===== src/sv/assert_macros.svh =====
// Assertion macros shared by the timer queue RTL.
// Every macro samples on the rising edge of clk and is disabled while arst_n is low.
`ifndef ASSERT_MACROS_SVH
`define ASSERT_MACROS_SVH

// Generic clocked property with a label and a message.
`define DLTQ_ASSERT(label, prop, msg) \
	label: assert property (@(posedge clk) disable iff (!arst_n) (prop)) else $error(msg);

// A condition that must never be true at a clock edge.
`define DLTQ_NEVER(label, cond, msg) \
	`DLTQ_ASSERT(label, !(cond), msg)

`endif


===== src/sv/dltq_pkg.sv =====
// Package for the delta list timer queue: sizes, request and micro-operation codes,
// and the command and status structs between controller and datapath. No dependencies.
`timescale 1ns / 1ps
`default_nettype none

package dltq_pkg;

	localparam int NUM_TIMERS = 16;
	localparam int IDX_W      = (NUM_TIMERS > 1) ? $clog2(NUM_TIMERS) : 1;
	localparam int LINK_W     = IDX_W + 1;
	localparam int DT_W       = 18;
	localparam int ID_W       = 4;
	localparam int DUR_W      = 16;
	localparam int ARG_W      = 32;
	localparam int STEP_W     = 8;

	localparam logic [LINK_W-1:0] NIL_LINK        = LINK_W'(NUM_TIMERS);
	localparam logic [STEP_W-1:0] TICK_STEP_RESET = STEP_W'(5);

	typedef enum logic [1:0] {
		REQ_TICK  = 2'd0,
		REQ_START = 2'd1,
		REQ_STOP  = 2'd2
	} dltq_req_t;

	typedef enum logic [3:0] {
		OP_NONE,
		OP_LOAD,
		OP_REFUSE,
		OP_WALK_INIT,
		OP_WALK_STEP,
		OP_INSERT,
		OP_LINK,
		OP_TICK_SUB,
		OP_TICK_POP,
		OP_STOP_RD,
		OP_STOP_LINK,
		OP_EMIT
	} dltq_op_t;

	typedef struct packed {
		dltq_op_t op;
	} dltq_cmd_t;

	typedef struct packed {
		dltq_req_t req;
		logic      id_ok;
		logic      id_running;
		logic      head_nil;
		logic      expire;
		logic      walk_go;
		logic      out_free;
	} dltq_status_t;

	function automatic logic is_node(input logic [LINK_W-1:0] link);
		return link < NIL_LINK;
	endfunction

	function automatic logic [LINK_W-1:0] norm_link(input logic [LINK_W-1:0] link);
		return is_node(link) ? link : NIL_LINK;
	endfunction

endpackage

`default_nettype wire


===== src/sv/dltq_ctrl.sv =====
// Sequencing state machine of the timer queue.
// Depends on dltq_pkg; drives one micro-operation per cycle, holding while the output is busy.
`timescale 1ns / 1ps
`default_nettype none

module dltq_ctrl
	import dltq_pkg::*;
(
	input  wire logic         clk,
	input  wire logic         arst_n,
	input  wire logic         in_valid,
	output logic              in_stall,
	input  wire dltq_status_t status,
	output dltq_cmd_t         cmd
);

	typedef enum logic [3:0] {
		ST_IDLE,
		ST_DECODE,
		ST_TICK_SUB,
		ST_TICK_POP,
		ST_WALK,
		ST_INSERT,
		ST_LINK,
		ST_STOP_RD,
		ST_STOP_LINK,
		ST_DONE
	} state_t;

	state_t state_q;
	state_t state_nxt;

	assign in_stall = (state_q != ST_IDLE);

	always_comb begin
		state_nxt = state_q;
		cmd.op    = OP_NONE;
		case (state_q)
			ST_IDLE: begin
				if (in_valid) begin
					cmd.op    = OP_LOAD;
					state_nxt = ST_DECODE;
				end
			end
			ST_DECODE: begin
				case (status.req)
					REQ_TICK: begin
						state_nxt = status.head_nil ? ST_DONE : ST_TICK_SUB;
					end
					REQ_START: begin
						if (!status.id_ok || status.id_running) begin
							cmd.op    = OP_REFUSE;
							state_nxt = ST_DONE;
						end else begin
							cmd.op    = OP_WALK_INIT;
							state_nxt = ST_WALK;
						end
					end
					REQ_STOP: begin
						if (!status.id_ok || !status.id_running) begin
							cmd.op    = OP_REFUSE;
							state_nxt = ST_DONE;
						end else begin
							state_nxt = ST_STOP_RD;
						end
					end
					default: begin
						state_nxt = ST_DONE;
					end
				endcase
			end
			ST_TICK_SUB: begin
				cmd.op    = OP_TICK_SUB;
				state_nxt = status.expire ? ST_TICK_POP : ST_DONE;
			end
			ST_TICK_POP: begin
				cmd.op    = OP_TICK_POP;
				state_nxt = ST_DONE;
			end
			ST_WALK: begin
				if (status.walk_go) begin
					cmd.op = OP_WALK_STEP;
				end else begin
					state_nxt = ST_INSERT;
				end
			end
			ST_INSERT: begin
				cmd.op    = OP_INSERT;
				state_nxt = ST_LINK;
			end
			ST_LINK: begin
				cmd.op    = OP_LINK;
				state_nxt = ST_DONE;
			end
			ST_STOP_RD: begin
				cmd.op    = OP_STOP_RD;
				state_nxt = ST_STOP_LINK;
			end
			ST_STOP_LINK: begin
				cmd.op    = OP_STOP_LINK;
				state_nxt = ST_DONE;
			end
			ST_DONE: begin
				if (status.out_free) begin
					cmd.op    = OP_EMIT;
					state_nxt = ST_IDLE;
				end
			end
			default: begin
				state_nxt = ST_IDLE;
			end
		endcase
	end

	always_ff @(posedge clk or negedge arst_n) begin
		if (!arst_n) begin
			state_q <= ST_IDLE;
		end else begin
			state_q <= state_nxt;
		end
	end

endmodule

`default_nettype wire


===== src/sv/dltq_datapath.sv =====
// Datapath of the timer queue: timer entry arrays, list head, walk registers,
// tick step register and the output register. Depends on dltq_pkg.
`timescale 1ns / 1ps
`default_nettype none

module dltq_datapath
	import dltq_pkg::*;
(
	input  wire logic                     clk,
	input  wire logic                     arst_n,
	input  wire dltq_cmd_t                cmd,
	output dltq_status_t                  status,
	input  wire logic [1:0]               req_type,
	input  wire logic [ID_W-1:0]          timer_id,
	input  wire logic [DUR_W-1:0]         duration_ms,
	input  wire logic signed [ARG_W-1:0]  user_arg,
	input  wire logic                     cfg_we,
	input  wire logic [STEP_W-1:0]        cfg_data,
	output logic                          out_valid,
	input  wire logic                     out_stall,
	output logic                          fired,
	output logic [ID_W-1:0]               fired_id,
	output logic signed [ARG_W-1:0]       fired_arg,
	output logic                          refused
);

	// Timer entries; contents are only meaningful for running timers.
	logic signed [DT_W-1:0]  delta_q [NUM_TIMERS];
	logic [LINK_W-1:0]       next_q  [NUM_TIMERS];
	logic [LINK_W-1:0]       prev_q  [NUM_TIMERS];
	logic signed [ARG_W-1:0] arg_q   [NUM_TIMERS];

	logic [NUM_TIMERS-1:0] running_q;
	logic [LINK_W-1:0]     head_q;
	logic [STEP_W-1:0]     tick_step_q;

	// Request captured at accept.
	dltq_req_t               req_q;
	logic [IDX_W-1:0]        id_q;
	logic                    id_ok_q;
	logic [DUR_W-1:0]        dur_q;
	logic signed [ARG_W-1:0] uarg_q;

	// Walk registers; a stop reuses them for next link, previous link and delta.
	logic signed [DT_W-1:0] t_q;
	logic [LINK_W-1:0]      p_q;
	logic [LINK_W-1:0]      last_q;

	// Result being built, and the output register.
	logic                    pend_fired_q;
	logic [ID_W-1:0]         pend_id_q;
	logic signed [ARG_W-1:0] pend_arg_q;
	logic                    pend_refused_q;
	logic                    out_valid_q;
	logic                    fired_q;
	logic [ID_W-1:0]         fired_id_q;
	logic signed [ARG_W-1:0] fired_arg_q;
	logic                    refused_q;

	logic [IDX_W-1:0]        rd_a;
	logic signed [DT_W-1:0]  rd_delta;
	logic [LINK_W-1:0]       rd_next;
	logic [LINK_W-1:0]       rd_prev;
	logic signed [ARG_W-1:0] rd_arg;
	logic signed [DT_W-1:0]  step_ext;
	logic signed [DT_W-1:0]  tick_new;

	logic                   dt_we;
	logic [IDX_W-1:0]       dt_wa;
	logic signed [DT_W-1:0] dt_wd;
	logic                   nx_we;
	logic [IDX_W-1:0]       nx_wa;
	logic [LINK_W-1:0]      nx_wd;
	logic                   pv_we;
	logic [IDX_W-1:0]       pv_wa;
	logic [LINK_W-1:0]      pv_wd;

	// One shared read address for all entry arrays.
	always_comb begin
		case (cmd.op)
			OP_TICK_SUB, OP_TICK_POP: rd_a = head_q[IDX_W-1:0];
			OP_STOP_RD:               rd_a = id_q;
			default:                  rd_a = p_q[IDX_W-1:0];
		endcase
	end

	assign rd_delta = delta_q[rd_a];
	assign rd_next  = next_q[rd_a];
	assign rd_prev  = prev_q[rd_a];
	assign rd_arg   = arg_q[rd_a];
	assign step_ext = $signed(DT_W'(tick_step_q));
	assign tick_new = rd_delta - step_ext;

	assign status.req        = req_q;
	assign status.id_ok      = id_ok_q;
	assign status.id_running = running_q[id_q];
	assign status.head_nil   = !is_node(head_q);
	assign status.expire     = tick_new[DT_W-1] || (tick_new == '0);
	assign status.walk_go    = is_node(p_q) && (t_q >= rd_delta);
	assign status.out_free   = !out_valid_q || !out_stall;

	// Write ports, one per array.
	always_comb begin
		dt_we = 1'b0;
		dt_wa = rd_a;
		dt_wd = tick_new;
		nx_we = 1'b0;
		nx_wa = last_q[IDX_W-1:0];
		nx_wd = LINK_W'(id_q);
		pv_we = 1'b0;
		pv_wa = p_q[IDX_W-1:0];
		pv_wd = LINK_W'(id_q);
		case (cmd.op)
			OP_TICK_SUB: begin
				dt_we = 1'b1;
			end
			OP_TICK_POP: begin
				pv_we = is_node(rd_next);
				pv_wa = rd_next[IDX_W-1:0];
				pv_wd = NIL_LINK;
			end
			OP_INSERT: begin
				dt_we = 1'b1;
				dt_wa = id_q;
				dt_wd = t_q;
				nx_we = 1'b1;
				nx_wa = id_q;
				nx_wd = p_q;
				pv_we = 1'b1;
				pv_wa = id_q;
				pv_wd = last_q;
			end
			OP_LINK: begin
				dt_we = is_node(p_q);
				dt_wd = rd_delta - t_q;
				nx_we = is_node(last_q);
				pv_we = is_node(p_q);
			end
			OP_STOP_LINK: begin
				dt_we = is_node(p_q);
				dt_wd = rd_delta + t_q;
				nx_we = is_node(last_q);
				nx_wd = p_q;
				pv_we = is_node(p_q);
				pv_wd = last_q;
			end
			default: begin
			end
		endcase
	end

	always_ff @(posedge clk) begin
		if (dt_we) begin
			delta_q[dt_wa] <= dt_wd;
		end
		if (nx_we) begin
			next_q[nx_wa] <= nx_wd;
		end
		if (pv_we) begin
			prev_q[pv_wa] <= pv_wd;
		end
		if (cmd.op == OP_INSERT) begin
			arg_q[id_q] <= uarg_q;
		end
	end

	// Request capture and walk registers.
	always_ff @(posedge clk) begin
		case (cmd.op)
			OP_LOAD: begin
				req_q   <= dltq_req_t'(req_type);
				id_q    <= IDX_W'(timer_id);
				id_ok_q <= (32'(timer_id) < 32'(NUM_TIMERS));
				dur_q   <= duration_ms;
				uarg_q  <= user_arg;
			end
			OP_WALK_INIT: begin
				t_q    <= $signed(DT_W'(dur_q) + DT_W'(tick_step_q));
				p_q    <= head_q;
				last_q <= NIL_LINK;
			end
			OP_WALK_STEP: begin
				t_q    <= t_q - rd_delta;
				last_q <= p_q;
				p_q    <= norm_link(rd_next);
			end
			OP_STOP_RD: begin
				t_q    <= rd_delta;
				p_q    <= norm_link(rd_next);
				last_q <= rd_prev;
			end
			default: begin
			end
		endcase
	end

	// List control, results and the output register.
	always_ff @(posedge clk or negedge arst_n) begin
		if (!arst_n) begin
			running_q      <= '0;
			head_q         <= NIL_LINK;
			tick_step_q    <= TICK_STEP_RESET;
			pend_fired_q   <= 1'b0;
			pend_id_q      <= '0;
			pend_arg_q     <= '0;
			pend_refused_q <= 1'b0;
			out_valid_q    <= 1'b0;
			fired_q        <= 1'b0;
			fired_id_q     <= '0;
			fired_arg_q    <= '0;
			refused_q      <= 1'b0;
		end else begin
			if (cfg_we) begin
				tick_step_q <= cfg_data;
			end
			case (cmd.op)
				OP_LOAD: begin
					pend_fired_q   <= 1'b0;
					pend_id_q      <= '0;
					pend_arg_q     <= '0;
					pend_refused_q <= 1'b0;
				end
				OP_REFUSE: begin
					pend_refused_q <= 1'b1;
				end
				OP_TICK_POP: begin
					head_q                       <= norm_link(rd_next);
					running_q[head_q[IDX_W-1:0]] <= 1'b0;
					pend_fired_q                 <= 1'b1;
					pend_id_q                    <= ID_W'(head_q);
					pend_arg_q                   <= rd_arg;
				end
				OP_INSERT: begin
					running_q[id_q] <= 1'b1;
				end
				OP_LINK: begin
					if (!is_node(last_q)) begin
						head_q <= LINK_W'(id_q);
					end
				end
				OP_STOP_LINK: begin
					running_q[id_q] <= 1'b0;
					if (!is_node(last_q)) begin
						head_q <= p_q;
					end
				end
				default: begin
				end
			endcase
			if (cmd.op == OP_EMIT) begin
				out_valid_q <= 1'b1;
				fired_q     <= pend_fired_q;
				fired_id_q  <= pend_id_q;
				fired_arg_q <= pend_arg_q;
				refused_q   <= pend_refused_q;
			end else if (!out_stall) begin
				out_valid_q <= 1'b0;
			end
		end
	end

	assign out_valid = out_valid_q;
	assign fired     = fired_q;
	assign fired_id  = fired_id_q;
	assign fired_arg = fired_arg_q;
	assign refused   = refused_q;

endmodule

`default_nettype wire


===== src/sv/delta_list_timer_queue.sv =====
// Top level of the delta list timer queue: controller plus datapath.
// Depends on dltq_pkg, dltq_ctrl, dltq_datapath and assert_macros.svh.
//
//   channel  direction  handshake            payload
//   in       input      in_valid / in_stall  req_type, timer_id, duration_ms, user_arg
//   out      output     out_valid/out_stall  fired, fired_id, fired_arg, refused
//   cfg      input      cfg_we               cfg_data (tick_step)
//
// After acceptance a tick goes from decode to done on an empty list, else through a
// subtract state and, if the head expires, a pop state; a stop goes through decode, a
// read and a relink state; a refused or unused request goes from decode to done. A start
// walks past the list entries ahead of it, reading one entry per cycle, then inserts and links.
// Reset clears the running marks, empties the list and sets tick_step to 5; the entry
// arrays are not cleared and need no clearing pass.
// The output register lets the block take a new request while a result still waits;
// a request finishes only once that register is free.
`timescale 1ns / 1ps
`default_nettype none
`include "assert_macros.svh"

module delta_list_timer_queue
	import dltq_pkg::*;
(
	input  wire logic                    clk,
	input  wire logic                    arst_n,
	input  wire logic                    in_valid,
	output logic                         in_stall,
	input  wire logic [1:0]              req_type,
	input  wire logic [ID_W-1:0]         timer_id,
	input  wire logic [DUR_W-1:0]        duration_ms,
	input  wire logic signed [ARG_W-1:0] user_arg,
	input  wire logic                    cfg_we,
	input  wire logic [STEP_W-1:0]       cfg_data,
	output logic                         out_valid,
	input  wire logic                    out_stall,
	output logic                         fired,
	output logic [ID_W-1:0]              fired_id,
	output logic signed [ARG_W-1:0]      fired_arg,
	output logic                         refused
);

	dltq_cmd_t    cmd;
	dltq_status_t status;

	// The controller steps through one micro-operation per cycle, holding while the output is busy.
	dltq_ctrl u_ctrl (
		.clk      (clk),
		.arst_n   (arst_n),
		.in_valid (in_valid),
		.in_stall (in_stall),
		.status   (status),
		.cmd      (cmd)
	);

	// The datapath holds the list and performs each micro-operation.
	dltq_datapath u_datapath (
		.clk         (clk),
		.arst_n      (arst_n),
		.cmd         (cmd),
		.status      (status),
		.req_type    (req_type),
		.timer_id    (timer_id),
		.duration_ms (duration_ms),
		.user_arg    (user_arg),
		.cfg_we      (cfg_we),
		.cfg_data    (cfg_data),
		.out_valid   (out_valid),
		.out_stall   (out_stall),
		.fired       (fired),
		.fired_id    (fired_id),
		.fired_arg   (fired_arg),
		.refused     (refused)
	);

	// After a request is accepted the block is busy in the next cycle.
	`DLTQ_ASSERT(a_busy_after_accept, (in_valid && !in_stall) |=> in_stall, "not busy after accept")
	// A result never both reports an expiry and a refusal.
	`DLTQ_NEVER(a_fired_refused, out_valid && fired && refused, "fired and refused together")
	// Loading the output register always presents a result.
	`DLTQ_ASSERT(a_emit_valid, (cmd.op == OP_EMIT) |=> out_valid, "emitted result not valid")
	// Expiry only removes a head from a non-empty list.
	`DLTQ_NEVER(a_pop_empty, (cmd.op == OP_TICK_POP) && status.head_nil, "pop on empty list")

endmodule

`default_nettype wire


===== config.mk =====
export PLATFORM = sky130hd
export DESIGN_NAME = delta_list_timer_queue
export DESIGN_NICKNAME = d
export VERILOG_FILES = /design/src/sv/dltq_pkg.sv /design/src/sv/dltq_ctrl.sv /design/src/sv/dltq_datapath.sv /design/src/sv/delta_list_timer_queue.sv
export VERILOG_INCLUDE_DIRS = /design/src /design/src/sv
export SDC_FILE = /design/constraint.sdc
export NUM_CORES = 1
export LEC_CHECK = 0
export BUFFER_PORTS_ARGS = -buffer_cell sky130_fd_sc_hd__buf_2
export CELL_PAD_IN_SITES_DETAIL_PLACEMENT = 0
export CELL_PAD_IN_SITES_GLOBAL_PLACEMENT = 1
export CORE_ASPECT_RATIO = 1.2
export CORE_UTILIZATION = 55
export CTS_CLUSTER_SIZE = 28
export DETAILED_ROUTE_END_ITERATION = 6
export PLACE_DENSITY = 0.89
export SETUP_SLACK_MARGIN = 0.05
export SLEW_MARGIN = 20
export SYNTH_ARGS = -nofsm -noshare
export SYNTH_HDL_FRONTEND = slang
export SYNTH_SLANG_ARGS = --single-unit

===== constraint.sdc =====
create_clock -name clk -period 16.9 [get_ports clk]
set_input_delay 4.225 -clock clk [delete_from_list [all_inputs] [get_ports clk]]
set_output_delay 4.225 -clock clk [all_outputs]
set_load 0.02 [all_outputs]

==> results of run 1 <==
## per-layer routing
layer  wire length, µm  up-vias  track usage, %
met5                98        -               0
met2             63000     1847            47.4
met4              5050       14            12.2
met1             44400    14500            35.4
li1                  -    12000               -
met3             11600      362            5.06
## path summary, 6_finish.rpt
path | depth (start not counted) | to | start
worst max-delay path | 21 | u_datapath.p_q[1] | out_stall
worst min-delay path | 2 | u_datapath.fired_arg[20] | u_datapath.pend_arg_q[20]
worst max register to register | 20 | u_datapath.p_q[1] | u_ctrl.state_q[3]
worst min register to register | 2 | u_datapath.fired_arg[20] | u_datapath.pend_arg_q[20]
max in group asynchronous | 2 | u_datapath.head_q[2] | arst_n
min in group asynchronous | 1 | u_datapath.tick_step_q[7] | arst_n
## power breakdown
group	switching (mW)	internal (mW)
Clock	1.05	1.37
Sequential	0.320	3.96
Combinational	2.15	1.20
## logic make-up after synthesis
| kind of cell | share of synthesized area (%) |
|---|---|
| buf+inv | 2.00 |
| compound gates | 5.31 |
| fa+ha+maj | 1.61 |
| flops | 70.1 |
| mux | 11.7 |
| simple gates | 8.01 |
| xor+xnor | 1.28 |
## worst max-delay path, stage by stage
cell	delay (ns)
buf_2	0.11
nand2_1	0.19
and3_2	0.96
o2111ai_2	0.28
nand3_4	0.67
buf_4	0.74
mux4_2	0.37
nand2_1	0.06
and3_1	0.23
a31oi_1	0.39
inv_1	0.09
ha_1	0.40
nand4_1	0.20
o211ai_1	0.29
a31oi_1	0.18
o21ai_0	0.42
o221ai_1	0.25
a21oi_2	0.16
buf_4	0.32
or2_2	0.49
mux2_2	0.39
## layout make-up
cell class              count  area [µm²]  area share (%)
repair buffers            174        1060            1.96
well taps                1149        1440            2.66
flip-flops and latches   1152       34000            62.9
diodes                      1        2.50         0.00462
multi-input cells        1658       13800            25.5
inverters                  56         210           0.388
clock buffers             135        2810            5.19
clock inverters            59         731            1.35
## cells in the final DEF, fill, tap and decap left out, types with 11 or more instances in the layout
cell type	instances
edfxtp_1	1042
nand2_1	448
mux4_2	222
nand3_1	136
dfrtp_1	107
buf_2	105
clkbuf_16	104
o21ai_0	100
nor2_1	99
buf_4	67
ha_1	56
inv_1	53
a21oi_1	46
xnor2_1	45
a31oi_1	38
a22oi_1	32
xor2_1	26
mux2i_1	25
and3_1	23
nor3_1	22
clkbuf_1	22
nor2b_1	20
nand2b_1	20
clkinv_2	20
a21o_1	18
nor2_4	18
nor2_2	17
mux2_2	17
o22a_1	16
bufinv_16	12
o211ai_1	11
nor4_1	11
## sequential cells by signal (all words and copies together), names as in the netlist, 4 cells and up
register                flops
u_datapath.tick_step_q      8
u_datapath.prev_q          80
u_datapath.last_q           5
u_datapath.t_q             18
u_datapath.id_q             4
u_datapath.delta_q        288
u_datapath.dur_q           16
u_datapath.running_q       16
u_ctrl.state_q              4
u_datapath.next_q          80
u_datapath.pend_id_q        4
u_datapath.pend_arg_q      32
u_datapath.p_q              5
u_datapath.fired_id         4
u_datapath.uarg_q          32
u_datapath.head_q           5
u_datapath.arg_q          512
u_datapath.fired_arg       32
==> results.md, run 1 <==
- Pre-CTS setup slack: 5.13 ns
- Hold Path Class: reg -> reg
- Critical Path Sink Type: register
- Syn_area_per_cell: 16.1 µm²
- Mapped Cells: 3024
- CP arrival: 11.55 ns
- Asr flop ratio synth: 9.55%
- Placer Congestion: 0.897
- Core Box Area: 87500 µm²
- Grt ovf: 0
- IO buf count: 106
- Initial DRT Pass Iterations: 6
- Post-Place Cell Area: 50500 µm²
- Crit path max fanout: 40
- Synth unique cells: 87
- Max VDD drop: 170 µV
- Max Freq: 89.9 MHz
- Fill cell count: 6089
- EDFF count, synth: 1042
- DR vias/cell: 6.55
- Sequential area share after synthesis: 70.1%
- Worst-Skew Late Latency: 0.71 ns
- Via count: 28700
- Pwr dens: 186 nW/µm²
- Endpoints failing setup: 0
- TritonCTS Buffers: 103
- Crit path launch type: primary input
- Post-synthesis cell area: 48500 µm²
- Design area: 54100 µm²
- Post-synth net total: 3151
- Slew headroom: 22.8%
- P_leak: 18.6 nW
- Die Width: 273 µm
- Synthesis-to-layout area growth: 11.5%
- Vias in the first global route: 29200
- Final std cells w/o fill: 4384
- Post-CTS Resized: 0
- Setup TNS: 0 ns
- Yosys top cell by area: edfxtp_1
- CTS H-tree depth: 3
- Share of layout cells above drive strength 1: 20.3%
- Syn. warnings: 28
- Final Util: 61.8%
- Placement Rows: 119
- Flop2flop setup slack: 8.26 ns
- Min Tclk post-route: 11.12 ns
- Clock Skew: 0.0380 ns
- Maxcap violations: 0
- GRT Util Overall: 28.0%
- Top FF cell, synth: edfxtp_1
- Nets: 3272
- I/O pin count: 107
- Slew @ Worst Pin: 1.15 ns
- Post-synth top area share: 64.5%
- Largest net degree at the start of global routing: 124
- HPWL after DPL: 71300 µm
- Run status: finished clean
- Top area cells in the synthesized netlist: edfxtp_1 64%, mux4_2 10%, dfrtp_1 5.5%
- Pins Over Slew Limit: 0
- Synth cell count leaders: 1042 x edfxtp_1, 450 x nand2_1, 222 x mux4_2
- CTS tree: done
- CTS root buf: clkbuf_16
- Setup CP Type: in -> reg
- Worst EP required: 17.33 ns
- DIE HEIGHT: 327 µm
- RSZ-0062 raised after global routing: no
- # DRC: 0
- Clock transition at path regs: 0.06 ns
- Share of the clock period used by the worst path: 65.8%
- CTS Hold Bufs: 0
- DP Cell Count: 4189
- DR WL/cell: 28.3 µm
- Endpoints failing hold: 0
- Initial antenna violation count: 7
- First-pass GRT wire length: 183000 µm
- Starting density of the core: 55.4%
- CTS Buffer Depth: 3
- Clock Sinks: 1152
- Most common cell in the synthesized netlist: edfxtp_1
- Fin Hold WS: 0.470 ns
- Yosys reg bits: 1152
- DRT iter0 DRCs: 3808
- Post-CTS Setup Inserts: 0
- Worst setup margin: 5.78 ns
- Total power: 10.1 mW
- ANT nets after route: 0
- Drt total wl: 124000 µm
- Die area: 89500 µm²
No activity file was read; power rests on OpenSTA's default activity.
==> inputs of run 2 (changes only) <==
--- a/config.mk
+++ b/config.mk
@@ -6,14 +6,15 @@
 export SDC_FILE = /design/constraint.sdc
 export NUM_CORES = 1
 export LEC_CHECK = 0
+export ABC_AREA = 1
 export BUFFER_PORTS_ARGS = -buffer_cell sky130_fd_sc_hd__buf_2
 export CELL_PAD_IN_SITES_DETAIL_PLACEMENT = 0
 export CELL_PAD_IN_SITES_GLOBAL_PLACEMENT = 1
 export CORE_ASPECT_RATIO = 1.2
-export CORE_UTILIZATION = 55
+export CORE_UTILIZATION = 51
 export CTS_CLUSTER_SIZE = 28
 export DETAILED_ROUTE_END_ITERATION = 6
-export PLACE_DENSITY = 0.89
+export PLACE_DENSITY = 0.87
 export SETUP_SLACK_MARGIN = 0.05
 export SLEW_MARGIN = 20
 export SYNTH_ARGS = -nofsm -noshare
==> constraint.sdc (replaced) <==
create_clock -name clk -period 10.39 [get_ports clk]
set_input_delay 2.5975 -clock clk [delete_from_list [all_inputs] [get_ports clk]]
set_output_delay 2.5975 -clock clk [all_outputs]
set_load 0.02 [all_outputs]
==> run 2 against run 1 <==
Final area is 2.1% higher. Worst hold slack better by 0.0061 ns. Sequential share of layout area shrank 1.3 points.
==> results.md, run 2 <==
- # DRC: 0
- Buffers & Inverters on Critical Path: 7
- Largest net degree at the start of global routing: 226
- IO buf count: 106
- Post-CTS Setup Inserts: 0
- Register area: 34000 µm²
- Post-synth net total: 4343
- Top FF cell, synth: edfxtp_1
- Hold Path Class: reg -> reg
- Worst reg2reg path depth: 24
- Yosys reg bits: 1152
- Clock transition at path regs: 0.06 ns
- Post-synth top area share: 62.8%
- First-pass GRT wire length: 191000 µm
- Die Width: 287 µm
- Placer Congestion: 0.874
- DRT iter0 DRCs: 3674
- Main combinational cell family by area after synthesis: simple AND/OR/NAND/NOR gates
- Run status: finished clean
- Pre-CTS setup slack: 2.31 ns
- Crit path max fanout: 84
- Share of the clock period used by the worst path: 79.0%
- Flop2flop setup slack: 2.18 ns
- TritonCTS Buffers: 111
- Die area: 99000 µm²
- Placement Rows: 125
- Pins Over Slew Limit: 0
- Grt ovf: 0
- Crit path launch type: register
- Synthesis-to-layout area growth: 10.8%
- CTS tree: done
- Reg with most FFs: u_datapath.arg_q
- Setup CP Type: reg -> reg
- CP arrival: 8.58 ns
- Post-CTS Resized: 0
- Worst-Skew Late Latency: 0.69 ns
- HPWL after DPL: 72000 µm
- Synth Area in Compound Gates: 11.7%
- Fill cell count: 7845
- Vias in the first global route: 32000
- Post-Synth Adder-Cell Area: 1.57%
- Max reg flops: 512
- Mux share of post-synthesis cell area: 0.504%
- Initial antenna violation count: 1
- EDFF count, synth: 1042
- Maxcap violations: 0
- Clock Skew: 0.0229 ns
- Post-synthesis cell area: 49900 µm²
- RR Startpoint: u_ctrl.state_q[0]
- Synth Area in Simple Gates: 12.1%
- Slew @ Worst Pin: 1.16 ns
- DIE HEIGHT: 345 µm
- Fin Hold WS: 0.476 ns
- Hold wc startpoint: u_datapath.fired_arg[4]
- Sequential area share after synthesis: 68.3%
- Synth cell count leaders: 1042 x edfxtp_1, 660 x nand2_1, 368 x nor2_1
- CTS root buf: clkbuf_16
- Worst EP required: 10.76 ns
- Slew headroom: 22.4%
- Largest regs: u_datapath.arg_q: 512 flops, u_datapath.delta_q: 288 flops
- Asr flop ratio synth: 9.55%
- Drt total wl: 126000 µm
- Endpoints failing hold: 0
- Worst setup margin: 2.18 ns
- CP max stage cell: buf_4
- Min Tclk post-route: 8.21 ns
- CTS Buffer Depth: 3
- Most frequent cell on the critical path: nand2_1
- Commonest non-fill, non-tap cell in the layout: edfxtp_1
- I/O pin count: 107
- Yosys top cell by area: edfxtp_1
- Final std cells w/o fill: 5627
- Nets: 4391
- R2R Path End: u_datapath.last_q[1]
- Core Box Area: 96800 µm²
- Syn_area_per_cell: 11.8 µm²
- DR vias/cell: 5.93
- Mapped Cells: 4216
- Hold path endpoint: u_datapath.fired_arg[4]
- DP Cell Count: 5419
- ANT nets after route: 0
- Initial DRT Pass Iterations: 6
- Syn. warnings: 28
- Via count: 33400
- CTS H-tree depth: 3
- Share of layout cells above drive strength 1: 10.7%
- Crit path cell chain: nand2_2, inv_2, nand2_4, inv_2, nand2_2, nand3_4, buf_4, buf_4, nand3_1, nand3_1, nand3_1, nand2_1, inv_1, ha_1, a21oi_1, nor3_1, a2111oi_0, nand2_1, o21ai_0, nand2_1, nand2_1, clkinv_1, nand2_1, buf_4
- Max Freq: 122 MHz
- Top area cells in the synthesized netlist: edfxtp_1 63%, dfrtp_1 5.4%, nand2_1 5.0%
- Commonest non-fill, non-tap cells in the layout: 1042 x edfxtp_1, 658 x nand2_1, 350 x nor2_1
- Synth unique cells: 63
- Area of the multi-input gates: 13500 µm²
- CTS Hold Bufs: 0
- RSZ-0062 raised after global routing: no
- Synth Area in XOR/XNOR: 0.738%
- Most common cell in the synthesized netlist: edfxtp_1
- Clock Sinks: 1152
- Setup TNS: 0 ns
- Antenna cells: 0
- Top delay family on crit path: simple AND/OR/NAND/NOR gates
- DR WL/cell: 22.4 µm
- Starting density of the core: 51.5%
- Endpoints failing setup: 0
- Hold Crit Depth: 2
- GRT Util Overall: 25.3%
- Critical Path Sink Type: register
- Worst path max stage delay: 0.85 ns
==> run 2: tightest hold or removal path, delay by kind of cell, from the launching register on <==
family / cells / cell delay [ns]
AND/OR/NAND/NOR: 1 / 0.05
AO/OA/AOI/OAI: 1 / 0.06
flip-flops: 1 / 0.34
==> run 2: worst max-delay path by stage <==
stage / from / endpoint / cells after the start
finish: u_ctrl.state_q[0] / u_datapath.last_q[1] / 24
CTS: u_ctrl.state_q[0] / u_datapath.last_q[1] / 24
floorplan: u_ctrl.state_q[1] / u_datapath.dur_q[0] / 37
global placement: u_ctrl.state_q[0] / u_datapath.last_q[0] / 24
detailed placement: u_ctrl.state_q[0] / u_datapath.last_q[1] / 24
global route: u_ctrl.state_q[0] / u_datapath.p_q[4] / 24
==> run 2: final cells by class <==
type	count	share of cell area (%)
clock buffers	152	5.53
clock inverters	54	1.06
inverters	354	2.45
multi-input cells	2469	24.5
flip-flops and latches	1152	61.6
well taps	1270	2.88
repair buffers	176	1.97
==> run 2: per-stage QoR <==
step	area, µm²	util [%]
2_1_floorplan	49900	-
3_3_place_gp	51500	53.2
3_5_place_dp	51500	53.2
4_1_cts	55200	57.0
5_1_grt	55300	57.1
6_report	55300	57.1
==> run 2: metal layers <==
metal | up-vias | global-route usage, % | share of wire, %
li1 | 15400 | - | -
met1 | 16300 | 33.6 | 40
met2 | 1415 | 42.5 | 50
met3 | 242 | 3.40 | 7.3
met4 | 0 | 9.67 | 3.4
met5 | - | 0 | 0
==> run 2: kinds of logic after synthesis <==
| logic type | after synthesis |
|---|---|
| AOI/OAI and AO/OA | 921 |
| adders and majority gates | 60 |
| DFF | 1152 |
| and+or+nand+nor | 1421 |
| muxes | 25 |
| buffers and inverters | 595 |
| xor gates and xnor gates | 42 |
Power of run 2 is left out: the tool's default activity adds up to more than one toggle a clock period on the data nets, which glitch-free logic cannot reach.
